`config.mk`:
```
export PLATFORM = sky130hd
export DESIGN_NAME = dry_wet_mix_edge_splice_core
export DESIGN_NICKNAME = d
export VERILOG_FILES = /design/src/hw/rtl/dwmes_pkg.sv /design/src/hw/rtl/dry_wet_mix_edge_splice_core.sv
export SDC_FILE = /design/constraint.sdc
export NUM_CORES = 2
export LEC_CHECK = 0
export BUFFER_PORTS_ARGS = -buffer_cell sky130_fd_sc_hd__buf_2
export CORE_ASPECT_RATIO = 1.25
export CORE_MARGIN = 5
export CORE_UTILIZATION = 60
export DETAILED_ROUTE_END_ITERATION = 16
export GPL_ROUTABILITY_DRIVEN = 0
export PLACE_DENSITY = 0.84
export SLEW_MARGIN = 20
export SYNTH_ARGS = -nofsm -noshare
export SYNTH_HDL_FRONTEND = slang
export SYNTH_SLANG_ARGS = --single-unit
```
`constraint.sdc`:
```
create_clock -name clk -period 9.6 [get_ports clk]
set_clock_uncertainty 0.15 [all_clocks]
set_input_delay 1.92 -clock clk [delete_from_list [all_inputs] [get_ports clk]]
set_output_delay 1.92 -clock clk [all_outputs]
set_load 0.02 [all_outputs]
```
`src/hw/rtl/dwmes_pkg.sv`:
```
package dwmes_pkg;

	// APB register window
	localparam int ADDR_W = 5;
	localparam int DATA_W = 32;

	// Q1.16 level of 1.0
	localparam logic [16:0] LEVEL_ONE = 17'h10000;

	// mix policy codes
	localparam logic [1:0] POL_OFF   = 2'd0;
	localparam logic [1:0] POL_EXACT = 2'd1;

	// register reset values
	localparam logic [1:0]  RST_MIX_POLICY  = POL_EXACT;
	localparam logic [18:0] RST_FS_HZ       = 19'd48000;

	// rate / 1000 as multiply by ceil(2^29 / 1000), exact for 19-bit rates
	localparam logic [19:0] SR_RCP   = 20'd536871;
	localparam int          SR_SHIFT = 29;
	localparam int          SR_Q_W   = 10;
	localparam int          MIN_FADE = 8;

	// register map, index = byte address / 4
	typedef enum logic [2:0] {
		REG_MIX_LEVEL,
		REG_MIX_POLICY,
		REG_FRAME_COUNT,
		REG_DRY_FRAME_COUNT,
		REG_FS_HZ,
		REG_SPLICE_EDGES,
		REG_HEAD_EDGE,
		REG_TAIL_EDGE
	} reg_idx_t;

	// result status codes
	typedef enum logic [1:0] {
		STAT_OK,
		STAT_MIX_OFF,
		STAT_LEN_MISMATCH
	} status_t;

	// source of the pre-splice sample
	typedef enum logic [1:0] {
		SEL_ZERO,
		SEL_DRY,
		SEL_WET,
		SEL_MIX
	} mix_sel_t;

endpackage

```
`src/hw/rtl/dry_wet_mix_edge_splice_core.sv`:
```
// Dry/wet crossfade with head/tail edge splice, six-stage pipeline.
// Throughput: one request per cycle while result_ready is high; the stage count fixes latency, not rate.
// Each stage holds its request while the next one is full, so a stall drops nothing.
// Reset (arst_n low, async) empties the pipeline and loads register defaults:
// mix_level 1.0, policy exact, frame counts 0, 48 kHz, no splice, edges 0.
module dry_wet_mix_edge_splice_core
	import dwmes_pkg::*;
#(
	parameter int FRAME_BITS = 24,
	parameter int MAX_FADE   = 64
) (
	input  logic                         clk,
	input  logic                         arst_n,
	// configuration port
	input  logic                         psel,
	input  logic                         penable,
	input  logic                         pwrite,
	input  logic [ADDR_W-1:0]            paddr,
	input  logic [DATA_W-1:0]            pwdata,
	output logic [DATA_W-1:0]            prdata,
	output logic                         pready,
	// request channel
	input  logic                         item_valid,
	output logic                         item_ready,
	input  logic signed [15:0]           dry_sample,
	input  logic signed [15:0]           wet_sample,
	input  logic [FRAME_BITS-1:0]        frame_index,
	// result channel
	output logic                         result_valid,
	input  logic                         result_ready,
	output logic signed [15:0]           out_sample,
	output logic [1:0]                   status
);

	localparam int FW   = $clog2(MAX_FADE + 1);          // fade length
	localparam int DW   = $clog2(MAX_FADE + 2);          // divisor f+1
	localparam int CW   = (FRAME_BITS > FW) ? FRAME_BITS : FW;
	localparam int PW   = DW + 17;                       // splice partial products
	localparam int NUMW = DW + 18;                       // splice numerator
	localparam int S    = DW + 18;                       // dividend width and shift
	localparam int RW   = S - 1;                         // reciprocal width
	localparam int EW   = 18;                            // quotient estimate

	// ------------------------------------------------------------------
	// configuration registers
	// ------------------------------------------------------------------
	logic [16:0]           mix_level_q;
	logic [1:0]            mix_policy_q;
	logic [FRAME_BITS-1:0] frame_count_q;
	logic [FRAME_BITS-1:0] dry_frame_count_q;
	logic [18:0]           fs_hz_q;
	logic [1:0]            splice_edges_q;
	logic [15:0]           head_edge_q;
	logic [15:0]           tail_edge_q;
	logic                  cfg_wr;
	reg_idx_t              cfg_idx;

	assign pready  = 1'b1;
	assign cfg_wr  = psel && penable && pwrite;
	assign cfg_idx = reg_idx_t'(paddr[ADDR_W-1:2]);

	always_ff @(posedge clk or negedge arst_n) begin
		if (!arst_n) begin
			mix_level_q       <= LEVEL_ONE;
			mix_policy_q      <= RST_MIX_POLICY;
			frame_count_q     <= '0;
			dry_frame_count_q <= '0;
			fs_hz_q           <= RST_FS_HZ;
			splice_edges_q    <= '0;
			head_edge_q       <= '0;
			tail_edge_q       <= '0;
		end else if (cfg_wr) begin
			unique case (cfg_idx)
				REG_MIX_LEVEL:       mix_level_q       <= pwdata[16:0];
				REG_MIX_POLICY:      mix_policy_q      <= pwdata[1:0];
				REG_FRAME_COUNT:     frame_count_q     <= pwdata[FRAME_BITS-1:0];
				REG_DRY_FRAME_COUNT: dry_frame_count_q <= pwdata[FRAME_BITS-1:0];
				REG_FS_HZ:           fs_hz_q           <= pwdata[18:0];
				REG_SPLICE_EDGES:    splice_edges_q    <= pwdata[1:0];
				REG_HEAD_EDGE:       head_edge_q       <= pwdata[15:0];
				REG_TAIL_EDGE:       tail_edge_q       <= pwdata[15:0];
			endcase
		end
	end

	// read mux
	always_comb begin
		unique case (cfg_idx)
			REG_MIX_LEVEL:       prdata = DATA_W'(mix_level_q);
			REG_MIX_POLICY:      prdata = DATA_W'(mix_policy_q);
			REG_FRAME_COUNT:     prdata = DATA_W'(frame_count_q);
			REG_DRY_FRAME_COUNT: prdata = DATA_W'(dry_frame_count_q);
			REG_FS_HZ:           prdata = DATA_W'(fs_hz_q);
			REG_SPLICE_EDGES:    prdata = DATA_W'(splice_edges_q);
			REG_HEAD_EDGE:       prdata = DATA_W'(head_edge_q);
			REG_TAIL_EDGE:       prdata = DATA_W'(tail_edge_q);
		endcase
	end

	// saturate to Q1.15
	function automatic logic [15:0] sat16(input logic signed [35:0] v);
		if (v > 36'sd32767)
			return 16'h7fff;
		else if (v < -36'sd32768)
			return 16'h8000;
		else
			return v[15:0];
	endfunction

	// reciprocal table: ceil(2^S / (2*d)) for divisor d = f+1
	logic [RW-1:0] rcp_tab [MAX_FADE+2];
	for (genvar g = 0; g < MAX_FADE + 2; g++) begin : g_rcp
		localparam longint unsigned DEN = (g < 2) ? 64'd4 : 64'(2 * g);
		localparam longint unsigned RV  = ((64'd1 << S) + DEN - 64'd1) / DEN;
		assign rcp_tab[g] = RV[RW-1:0];
	end

	// ------------------------------------------------------------------
	// pipeline handshake: a stage loads when empty or when it drains
	// ------------------------------------------------------------------
	logic v_s1, v_s2, v_s3, v_s4, v_s5, v_s6;
	logic rdy_s1, rdy_s2, rdy_s3, rdy_s4, rdy_s5, rdy_s6;

	assign rdy_s6 = !v_s6 || result_ready;
	assign rdy_s5 = !v_s5 || rdy_s6;
	assign rdy_s4 = !v_s4 || rdy_s5;
	assign rdy_s3 = !v_s3 || rdy_s4;
	assign rdy_s2 = !v_s2 || rdy_s3;
	assign rdy_s1 = !v_s1 || rdy_s2;

	assign item_ready   = rdy_s1;
	assign result_valid = v_s6;

	always_ff @(posedge clk or negedge arst_n) begin
		if (!arst_n) begin
			v_s1 <= 1'b0;
			v_s2 <= 1'b0;
			v_s3 <= 1'b0;
			v_s4 <= 1'b0;
			v_s5 <= 1'b0;
			v_s6 <= 1'b0;
		end else begin
			if (rdy_s1) v_s1 <= item_valid;
			if (rdy_s2) v_s2 <= v_s1;
			if (rdy_s3) v_s3 <= v_s2;
			if (rdy_s4) v_s4 <= v_s3;
			if (rdy_s5) v_s5 <= v_s4;
			if (rdy_s6) v_s6 <= v_s5;
		end
	end

	// ------------------------------------------------------------------
	// stage 1: policy check, mix products, fade length product
	// ------------------------------------------------------------------
	logic [16:0]           m_lvl;
	mix_sel_t              sel_c1;
	status_t               stat_c1;
	logic                  splice_c1;
	logic signed [33:0]    p_dry_c1, p_wet_c1;
	logic [38:0]           sr_prod_c1;
	logic [FRAME_BITS-1:0] ktail_c1;

	always_comb begin
		m_lvl   = (mix_level_q > LEVEL_ONE) ? LEVEL_ONE : mix_level_q;
		sel_c1  = SEL_MIX;
		stat_c1 = STAT_OK;
		if (mix_policy_q == POL_OFF && m_lvl != LEVEL_ONE) begin
			stat_c1 = STAT_MIX_OFF;
			sel_c1  = SEL_ZERO;
		end else if (m_lvl == '0) begin
			sel_c1 = SEL_DRY;
		end else if (m_lvl == LEVEL_ONE) begin
			sel_c1 = SEL_WET;
		end else if (mix_policy_q != POL_EXACT || frame_count_q != dry_frame_count_q) begin
			stat_c1 = STAT_LEN_MISMATCH;
			sel_c1  = SEL_ZERO;
		end
		splice_c1 = (stat_c1 == STAT_OK) && (m_lvl != '0) &&
			(frame_count_q >= FRAME_BITS'(2));
	end

	assign p_dry_c1   = dry_sample * $signed({1'b0, LEVEL_ONE - m_lvl});
	assign p_wet_c1   = wet_sample * $signed({1'b0, m_lvl});
	assign sr_prod_c1 = 39'(fs_hz_q) * 39'(SR_RCP);
	assign ktail_c1   = frame_count_q - FRAME_BITS'(1) - frame_index;

	logic signed [15:0]    dry_s1, wet_s1;
	mix_sel_t              sel_s1;
	status_t               stat_s1;
	logic                  splice_s1;
	logic signed [33:0]    p_dry_s1, p_wet_s1;
	logic [SR_Q_W-1:0]     fq_s1;
	logic [FRAME_BITS-1:0] idx_s1, ktail_s1;
	logic                  inreg_s1;

	always_ff @(posedge clk) begin
		if (rdy_s1 && item_valid) begin
			dry_s1    <= dry_sample;
			wet_s1    <= wet_sample;
			sel_s1    <= sel_c1;
			stat_s1   <= stat_c1;
			splice_s1 <= splice_c1;
			p_dry_s1  <= p_dry_c1;
			p_wet_s1  <= p_wet_c1;
			fq_s1     <= sr_prod_c1[SR_SHIFT+SR_Q_W-1:SR_SHIFT];
			idx_s1    <= frame_index;
			ktail_s1  <= ktail_c1;
			inreg_s1  <= frame_index < frame_count_q;
		end
	end

	// ------------------------------------------------------------------
	// stage 2: mix sum with rounding, fade length clamp
	// ------------------------------------------------------------------
	logic signed [34:0]    sum_c2, shr_c2;
	logic [15:0]           y_c2;
	logic [FW-1:0]         fc_c2, f_c2;
	logic [FRAME_BITS-1:0] half_c2;

	always_comb begin
		sum_c2 = 35'(p_dry_s1) + 35'(p_wet_s1) + 35'sd32768;
		shr_c2 = sum_c2 >>> 16;
		case (sel_s1)
			SEL_DRY: y_c2 = dry_s1;
			SEL_WET: y_c2 = wet_s1;
			SEL_MIX: y_c2 = sat16(36'(shr_c2));
			default: y_c2 = '0;
		endcase

		// F = clamp(rate/1000, 8, MAX_FADE), then at most frames/2
		if (fq_s1 < SR_Q_W'(MIN_FADE))
			fc_c2 = FW'(MIN_FADE);
		else if (fq_s1 > SR_Q_W'(MAX_FADE))
			fc_c2 = FW'(MAX_FADE);
		else
			fc_c2 = FW'(fq_s1);
		half_c2 = frame_count_q >> 1;
		f_c2    = (CW'(half_c2) < CW'(fc_c2)) ? FW'(half_c2) : fc_c2;
	end

	logic [15:0]           y_s2;
	status_t               stat_s2;
	logic                  splice_s2;
	logic [FW-1:0]         f_s2;
	logic [FRAME_BITS-1:0] idx_s2, ktail_s2;
	logic                  inreg_s2;

	always_ff @(posedge clk) begin
		if (rdy_s2 && v_s1) begin
			y_s2      <= y_c2;
			stat_s2   <= stat_s1;
			splice_s2 <= splice_s1;
			f_s2      <= f_c2;
			idx_s2    <= idx_s1;
			ktail_s2  <= ktail_s1;
			inreg_s2  <= inreg_s1;
		end
	end

	// ------------------------------------------------------------------
	// stage 3: edge select and weighted products
	// head and tail windows never overlap since F <= frames/2
	// ------------------------------------------------------------------
	logic                 head_c3, tail_c3;
	logic [CW-1:0]        kx_c3;
	logic [DW-1:0]        wa_c3, wb_c3, d_c3;
	logic signed [15:0]   edge_c3;
	logic signed [PW-1:0] pa_c3, pb_c3;

	always_comb begin
		head_c3 = splice_edges_q[0] && (CW'(idx_s2) < CW'(f_s2));
		tail_c3 = splice_edges_q[1] && inreg_s2 && (CW'(ktail_s2) < CW'(f_s2));
		kx_c3   = head_c3 ? CW'(idx_s2) : CW'(ktail_s2);
		edge_c3 = head_c3 ? $signed(head_edge_q) : $signed(tail_edge_q);
		wa_c3   = DW'(f_s2) - DW'(kx_c3[FW-1:0]);
		wb_c3   = DW'(kx_c3[FW-1:0]) + DW'(1);
		d_c3    = DW'(f_s2) + DW'(1);
	end

	assign pa_c3 = edge_c3 * $signed({1'b0, wa_c3});
	assign pb_c3 = $signed(y_s2) * $signed({1'b0, wb_c3});

	logic signed [PW-1:0] pa_s3, pb_s3;
	logic [DW-1:0]        d_s3;
	logic [RW-1:0]        rcp_s3;
	logic                 apply_s3;
	logic [15:0]          y_s3;
	status_t              stat_s3;

	always_ff @(posedge clk) begin
		if (rdy_s3 && v_s2) begin
			pa_s3    <= pa_c3;
			pb_s3    <= pb_c3;
			d_s3     <= d_c3;
			rcp_s3   <= rcp_tab[d_c3];
			apply_s3 <= splice_s2 && (head_c3 || tail_c3);
			y_s3     <= y_s2;
			stat_s3  <= stat_s2;
		end
	end

	// ------------------------------------------------------------------
	// stage 4: numerator, biased positive, doubled for round-half-up
	// n2 = 2*(num + 32768*d) + d, quotient = n2 / (2d)
	// ------------------------------------------------------------------
	logic signed [NUMW-1:0] pos_c4;
	logic [S-1:0]           n2_c4;

	always_comb begin
		pos_c4 = NUMW'(pa_s3) + NUMW'(pb_s3) + $signed({3'b000, d_s3, 15'b0});
		n2_c4  = S'({pos_c4[DW+15:0], 1'b0}) + S'(d_s3);
	end

	logic [S-1:0]  n2_s4;
	logic [DW-1:0] d_s4;
	logic [RW-1:0] rcp_s4;
	logic          apply_s4;
	logic [15:0]   y_s4;
	status_t       stat_s4;

	always_ff @(posedge clk) begin
		if (rdy_s4 && v_s3) begin
			n2_s4    <= n2_c4;
			d_s4     <= d_s3;
			rcp_s4   <= rcp_s3;
			apply_s4 <= apply_s3;
			y_s4     <= y_s3;
			stat_s4  <= stat_s3;
		end
	end

	// ------------------------------------------------------------------
	// stage 5: reciprocal multiply, estimate is exact or one high
	// ------------------------------------------------------------------
	logic [S+RW-1:0] qprod_c5;

	assign qprod_c5 = (S+RW)'(n2_s4) * (S+RW)'(rcp_s4);

	logic [EW-1:0] est_s5;
	logic [S-1:0]  n2_s5;
	logic [DW-1:0] d_s5;
	logic          apply_s5;
	logic [15:0]   y_s5;
	status_t       stat_s5;

	always_ff @(posedge clk) begin
		if (rdy_s5 && v_s4) begin
			est_s5   <= qprod_c5[S+EW-1:S];
			n2_s5    <= n2_s4;
			d_s5     <= d_s4;
			apply_s5 <= apply_s4;
			y_s5     <= y_s4;
			stat_s5  <= stat_s4;
		end
	end

	// ------------------------------------------------------------------
	// stage 6: quotient correction, unbias, saturate; output register
	// ------------------------------------------------------------------
	logic [S:0]           chk_c6;
	logic [EW-1:0]        q_c6;
	logic signed [EW:0]   res_c6;
	logic [15:0]          fin_c6;

	always_comb begin
		chk_c6 = (S+1)'(est_s5) * (S+1)'({d_s5, 1'b0});
		q_c6   = (chk_c6 > (S+1)'(n2_s5)) ? est_s5 - EW'(1) : est_s5;
		res_c6 = $signed({1'b0, q_c6}) - (EW+1)'(32768);
		fin_c6 = apply_s5 ? sat16(36'(res_c6)) : y_s5;
	end

	logic [15:0] out_sample_s6;
	status_t     status_s6;

	always_ff @(posedge clk) begin
		if (rdy_s6 && v_s5) begin
			out_sample_s6 <= fin_c6;
			status_s6     <= stat_s5;
		end
	end

	assign out_sample = $signed(out_sample_s6);
	assign status     = status_s6;

	// ------------------------------------------------------------------
	// assertions
	// ------------------------------------------------------------------
	// an error status always comes with a zero sample
	a_err_zero: assert property (@(posedge clk) disable iff (!arst_n)
		v_s6 && status_s6 != STAT_OK |-> out_sample_s6 == '0)
		else $error("error status with nonzero sample");

	// splice is only armed on requests that passed the policy check
	a_splice_ok: assert property (@(posedge clk) disable iff (!arst_n)
		v_s3 && apply_s3 |-> stat_s3 == STAT_OK && d_s3 >= DW'(2))
		else $error("splice armed on bad request");

	// reciprocal estimate is never more than one above the true quotient
	a_est_bound: assert property (@(posedge clk) disable iff (!arst_n)
		v_s5 && apply_s5 |->
			(S+1)'(est_s5) * (S+1)'({d_s5, 1'b0}) <= (S+1)'(n2_s5) + (S+1)'({d_s5, 1'b0}))
		else $error("quotient estimate out of range");

	// a blocked stage keeps its request
	a_s1_hold: assert property (@(posedge clk) disable iff (!arst_n)
		v_s1 && !rdy_s2 |=> v_s1 && $stable(y_c2) && $stable(stat_s1))
		else $error("stage 1 lost a request under stall");

endmodule

```
======== Yosys cells after proc, flatten, opt, wreduce, memory -nomap -nowiden ========
Memories as Yosys holds them, arrays and structs flattened. A register that Yosys moved wholly into a read port is not among the register bits.
Cells that the tools add are included.
storage, ports and cells
  register bits ........................... 599
  memories ................................ 1
  word-level logic and storage cells ...... 166
  output and inout bits ................... 53
  memory bits (read-only) ................. 3072
  bits of input ports ..................... 100
memory list
  name              depth  bits a word  read ports  clocked after Yosys merged registers in  write ports  RTL line                             RTL
  (name not given)  128    24           1           1                                        0            dry_wet_mix_edge_splice_core.sv:295  rcp_s3 <= rcp_tab[d_c3];
cells by class
  $lt $le $gt $ge ......................... 13
  bitwise operators ....................... 1
  muxes and demuxes ....................... 21
  reductions and logical operators ........ 43
  $add $sub $neg .......................... 13
  $mul .................................... 7
  equal/unequal tests ..................... 14
operator list
  kind                                                                                count
  32-bit one-hot mux with 8 select lines                                              1
  16-bit 2-to-1 mux                                                                   6
  16-bit by 18-bit multiplier with 34-bit output                                      2
  24-bit by 7-bit < comparator with 1-bit output                                      2
  16-bit one-hot mux with 3 select lines                                              1
  23-bit adder                                                                        2
  16-bit by 8-bit multiplier with 23-bit output                                       2
  25-bit by 24-bit multiplier with 43-bit output                                      1
  19-bit by 20-bit multiplier with 39-bit output (second input constant)              1
  19-bit by 16-bit greater-than comparator with 1-bit output (second input constant)  2
  19-bit by 16-bit < comparator with 1-bit output (second input constant)             2
  34-bit by 34-bit adder with 35-bit output                                           1
  35-bit by 17-bit adder with 35-bit output (second input constant)                   1
  7-bit 2-to-1 mux                                                                    4
  26-bit by 25-bit greater-than comparator with 1-bit output                          1
  24-bit by 7-bit adder with 25-bit output                                            1
  18-bit by 7-bit multiplier with 25-bit output                                       1
  24-bit by 2-bit >= comparator with 1-bit output (second input constant)             1
  24-bit < comparator                                                                 1
  24-bit != test                                                                      1
  24-bit by 1-bit subtractor with 24-bit output (second input constant)               1
  24-bit subtractor                                                                   1
  23-bit by 7-bit < comparator with 1-bit output                                      1
  18-bit by 16-bit subtractor with 19-bit output (second input constant)              1
  29 further kinds                                                                    74

======== Logic depth before layout (Yosys ltp) ========
  depth in word-level cells ............... 9
  depth in mapped cells ................... 46
  mapped depth without buffers ............ 43

======== Least setup slack after synthesis ========
Ideal clock, no wire load.
  path type ............................... flip-flop to flip-flop
  start ................................... register est_s5[6]
  end ..................................... register out_sample_s6[10] (netlist: out_sample[10]) (data pin)
  buffers on the path ..................... 4
  period minus slack after synthesis ...... 9.422 ns
  setup time .............................. 0.265 ns
  data required time ...................... 9.185 ns
  path slack .............................. 0.178 ns
  stages on the path, launching flop included .. 46
  arrival ................................. 9.008 ns
  cells stage by stage .................... edfxtp_1 clkbuf_1 clkbuf_1 and2_1 fa_1 fa_1 fa_1 inv_1 fa_1 inv_1 ha_1 a21o_1 a21oi_2 a21oi_1 nand2b_1 nand3_1 a31oi_1 o21a_1 (+10 left out) a21oi_1 nor3_1 o31ai_1 buf_2 nor2_1 nand2_1 xnor2_1 inv_1 ha_1 xnor2_1 xor2_1 nor2_1 nor4b_1 o21bai_1 nor4_1 or4b_4 clkbuf_1 o21ai_1
on the way
  cells in the longest elaborated chain, start to end .. 8
  elaborated cells between the ends (all ways) .. 10
  those cells by class .................... add/sub: 2; mul: 1; order compare: 3; mux: 4
ends and longest elaborated chain
  what                                                        RTL line                             RTL
  from (decl)                                                 dry_wet_mix_edge_splice_core.sv:339  logic [EW-1:0] est_s5;
  from (signal assigned)                                      dry_wet_mix_edge_splice_core.sv:348  est_s5 <= qprod_c5[S+EW-1:S];
  18-bit by 7-bit multiplier with 25-bit output               dry_wet_mix_edge_splice_core.sv:366  chk_c6 = (S+1)'(est_s5) * (S+1)'({d_s5, 1'b0});
  26-bit by 25-bit greater-than comparator with 1-bit output  dry_wet_mix_edge_splice_core.sv:367  q_c6 = (chk_c6 > (S+1)'(n2_s5)) ? est_s5 - EW'(1) : est_s5;
  18-bit 2-to-1 mux *                                         dry_wet_mix_edge_splice_core.sv:367
  18-bit by 16-bit subtractor with 19-bit output *            dry_wet_mix_edge_splice_core.sv:368  res_c6 = $signed({1'b0, q_c6}) - (EW+1)'(32768);
  19-bit by 16-bit < comparator with 1-bit output             dry_wet_mix_edge_splice_core.sv:104  else if (v < -36'sd32768)
  16-bit 2-to-1 mux                                           dry_wet_mix_edge_splice_core.sv:104
  16-bit 2-to-1 mux *                                         dry_wet_mix_edge_splice_core.sv:102  if (v > 36'sd32767)
  16-bit 2-to-1 mux *                                         dry_wet_mix_edge_splice_core.sv:369  fin_c6 = apply_s5 ? sat16(36'(res_c6)) : y_s5;
  via fin_c6[10]                                              dry_wet_mix_edge_splice_core.sv:363  logic [15:0] fin_c6;
  to (signal assigned)                                        dry_wet_mix_edge_splice_core.sv:377  out_sample_s6 <= fin_c6;
  to (decl)                                                   dry_wet_mix_edge_splice_core.sv:372  logic [15:0] out_sample_s6;
The timed path passes the listed nets; every way through them passes the cells marked *.
A chain may end at the register's enable or synchronous reset.

======== Worst setup path in the final report ========
  start ................................... register est_s5[5]
  end ..................................... register out_sample_s6[9] (netlist: out_sample[9]) (data pin)
Same word-level chain as after synthesis.

==> impl_metrics.py <==
metrics = {
    "synth": {
        "synth.top_cell.area_share_pct": 29.9,
        "avgSynthCellArea_um2": 9.90,
        "synth_compound_area_share_pct": 7.00,
        "synth_edf_count": 495,
        "async_flop_share_pct": 20.3,
        "syn-instance-count": 8418,
        "yosysWarnings": 0,
        "muxShareOfSynthArea_pct": 2.17,
        "yosys.area_share.xor_xnor_pct": 3.08,
        "synth_adder_area_share_pct": 43.5,
        "synthFlopType": "edfxtp_1",
        "synth_seq_cells": 621,
        "ys_seq_area_share_pct": 21.6,
        "yosysTopAreaCell": "fa_1",
        "yosys-top-cells-area": "fa_1 (30%), edfxtp_1 (18%), ha_1 (14%)",
        "synthesis.area_um2": 83300,
        "yosys.area_share.simple_pct": 13.8,
        "ys_types": 91,
        "synth_top_family_by_area": "adder cells",
    },
    "placed_design": {
        "place_area_um2": 86400,
        "dp_hpwl_um": 169000,
        "numPlacedInstances": 10248,
        "port_buffers": 133,
    },
    "routing": {
        "dr_wl_met3_um": 17100,
        "final_antenna_net_count": 0,
        "viasPerCell": 5.95,
        "drt-initial-drc-count": 5403,
        "firstDrtPassIters": 9,
        "drcViolationCount": 0,
        "num_vias": 62038,
        "drt-met1-wl_um": 71800,
        "highest_layer": "met5",
        "routed_wl_um": 219000,
        "routedWlPerCell_um": 21.0,
        "wl_met2_um": 109000,
    },
    "timing": {
        "slew_viol_final": 0,
        "fin_crit_ns": 9.41,
        "max-slew-margin-rel_pct": 27.0,
        "min_period_over_period_pct": 98.1,
        "tightestPinTransition_ns": 1.10,
        "hold_violations": 0,
        "clock.fmax_ghz": 0.106,
        "setup_violations": 0,
        "rsz0062_at_grt": "yes",
        "timing.hold.ws_ns": 0.250,
    },
    "global_routing": {
        "grt_pass1_vias": 68521,
        "grt_pass1_wl_um": 350000,
        "grt.overflow.total": 0,
        "grt_max_degree": 76,
        "antenna_found_initial": 13,
        "track_usage_pct": 30.2,
    },
    "clock_tree": {
        "path_clk_slew_ns": 0.07,
        "h-tree-depth": 2,
        "cts_tree": "yes",
        "clockBufferDepth": 3,
        "clk_latency_ns": 0.70,
        "clock_sinks": 621,
        "root_buffer": "clkbuf_16",
        "numCtsBuffers": 60,
    },
    "worst_setup_path": {
        "crit_path_start_kind": "flop",
        "end_kind": "flop",
        "critPathMaxStageDelay_ns": 0.56,
        "cp.required_ns": 9.84,
        "cp_slowest_cell": "or4_4",
        "cp.arrival_ns": 9.65,
        "path_max_fanout": 8,
        "path_class": "reg2reg",
    },
    "layout": {
        "final_util_pct": 64.5,
        "mostFrequentLayoutCells": "inv_1 (1,593), fa_1 (1,242), nand2_1 (977), ha_1 (890), and2_1 (530)",
        "fin_area_um2": 89300,
        "layout-drive-gt1-share_pct": 8.39,
        "num-nets-final": 10750,
        "finalNonFillerCells": 10423,
        "synthToLayoutAreaGrowth_pct": 7.23,
        "layout_commonest_cell": "inv_1",
    },
    "hold_path": {
        "hold_class": "reg2reg",
    },
    "floorplanning": {
        "fp.dieArea_um2": 146000,
        "core_um2": 139000,
        "die_h_um": 427,
        "die_width_um": 343,
        "start_util_pct": 60.1,
        "rows": 153,
        "io_pins": 153,
    },
    "run": {
        "maxCapViolations": 0,
    },
    "run_status": {
        "status": "completed",
    },
}
==> sequential cells by signal, indices dropped and copies added (netlist names), 25 cells and up <==
register / flops
p_wet_s1: 34
n2_s4: 25
n2_s5: 25
p_dry_s1: 34
==> per-stage QoR <==
| step | setup slack [ns] | TNS (ns) |
|---|---|---|
| after floorplan | 0.178 | 0 |
| after global placement | 0.188 | 0 |
| after detailed placement | -0.169 | -1.47 |
| after CTS | 0.00763 | 0 |
| after global routing | -0.194 | -1.83 |
| final | 0.187 | 0 |
==> repair_timing <==
| item | in CTS | in global routing |
|---|---|---|
| pin swaps | 1 | 66 |
| resized for setup | 8 | 89 |
| hold buffers | 0 | 0 |
| buffers inserted | 17 | 35 |
| setup endpoints to repair | 15 | 28 |
| cloned | 1 | 0 |
==> critical path, delay by kind of cell, from the launching register on <==
kind,cells,cell delay (ns)
AO/OA/AOI/OAI,13,1.83
XOR/XNOR,4,0.71
adder cells (fa/ha/maj),7,2.80
buffers and inverters,7,0.64
flip-flops,1,0.54
AND/OR/NAND/NOR,10,2.43
==> cell usage after synthesis (all sizes together), types with 31 or more instances <==
master / n
inv: 1601
fa: 1245
nand2: 978
ha: 902
and2: 544
edfxtp: 495
clkbuf: 307
nor2: 276
a21oi: 230
o21ai: 214
xnor2: 190
a21o: 122
dfrtp: 117
xor2: 103
mux2: 98
nor3: 87
and3: 85
nand2b: 70
nand3: 64
nor2b: 63
mux2i: 55
buf: 41
a31oi: 40
nor4: 39
o21a: 36
nand4: 35
o211ai: 32
o21bai: 31
or2: 31
==> logic make-up after synthesis <==
kind of cell / count (synthesis)
flip-flops: 621
other: 2
multiplexers: 160
XOR/XNOR: 293
buffers and inverters: 1951
AO/OA/AOI/OAI: 900
AND/OR/NAND/NOR: 2344
adder cells (fa/ha/maj): 2147
==> final cells by class <==
class,instances,area [um2]
Sequential cell,621,18000
Antenna cell,9,22.5
Multi-Input combinational cell,5854,58400
Fill cell,10228,49300
Tap cell,1860,2330
Inverter,1603,6020
Timing Repair Buffer,363,2460
Clock inverter,44,528
Clock buffer,69,1550
==> routing by layer <==
layer / vias to the layer above / GRT usage [%]
li1: 26948 / -
met1: 30732 / 33.1
met2: 3142 / 52.7
met3: 1214 / 4.60
met4: 2 / 22.7
met5: - / 0
==> worst paths after layout <==
path | slack [ns] | cells after the start | to | startpoint
min in group asynchronous | 1.08 | 1 | mix_level_q[3]$_DFFE_PN0P_ | arst_n
worst min-delay path | 0.25 | 0 | ktail_s2[5]$_DFFE_PP_ | ktail_s1[5]$_DFFE_PP_
worst max-delay path | 0.19 | 41 | out_sample[9]$_DFFE_PP_ | est_s5[5]$_DFFE_PP_
max in group asynchronous | 7.01 | 2 | frame_count_q[22]$_DFFE_PN0P_ | arst_n
worst min register to register | 0.25 | 0 | ktail_s2[5]$_DFFE_PP_ | ktail_s1[5]$_DFFE_PP_
worst max register to register | 0.19 | 41 | out_sample[9]$_DFFE_PP_ | est_s5[5]$_DFFE_PP_
Power is left out: the tool's default activity adds up to more than one toggle a clock period on the data nets, which glitch-free logic cannot reach.
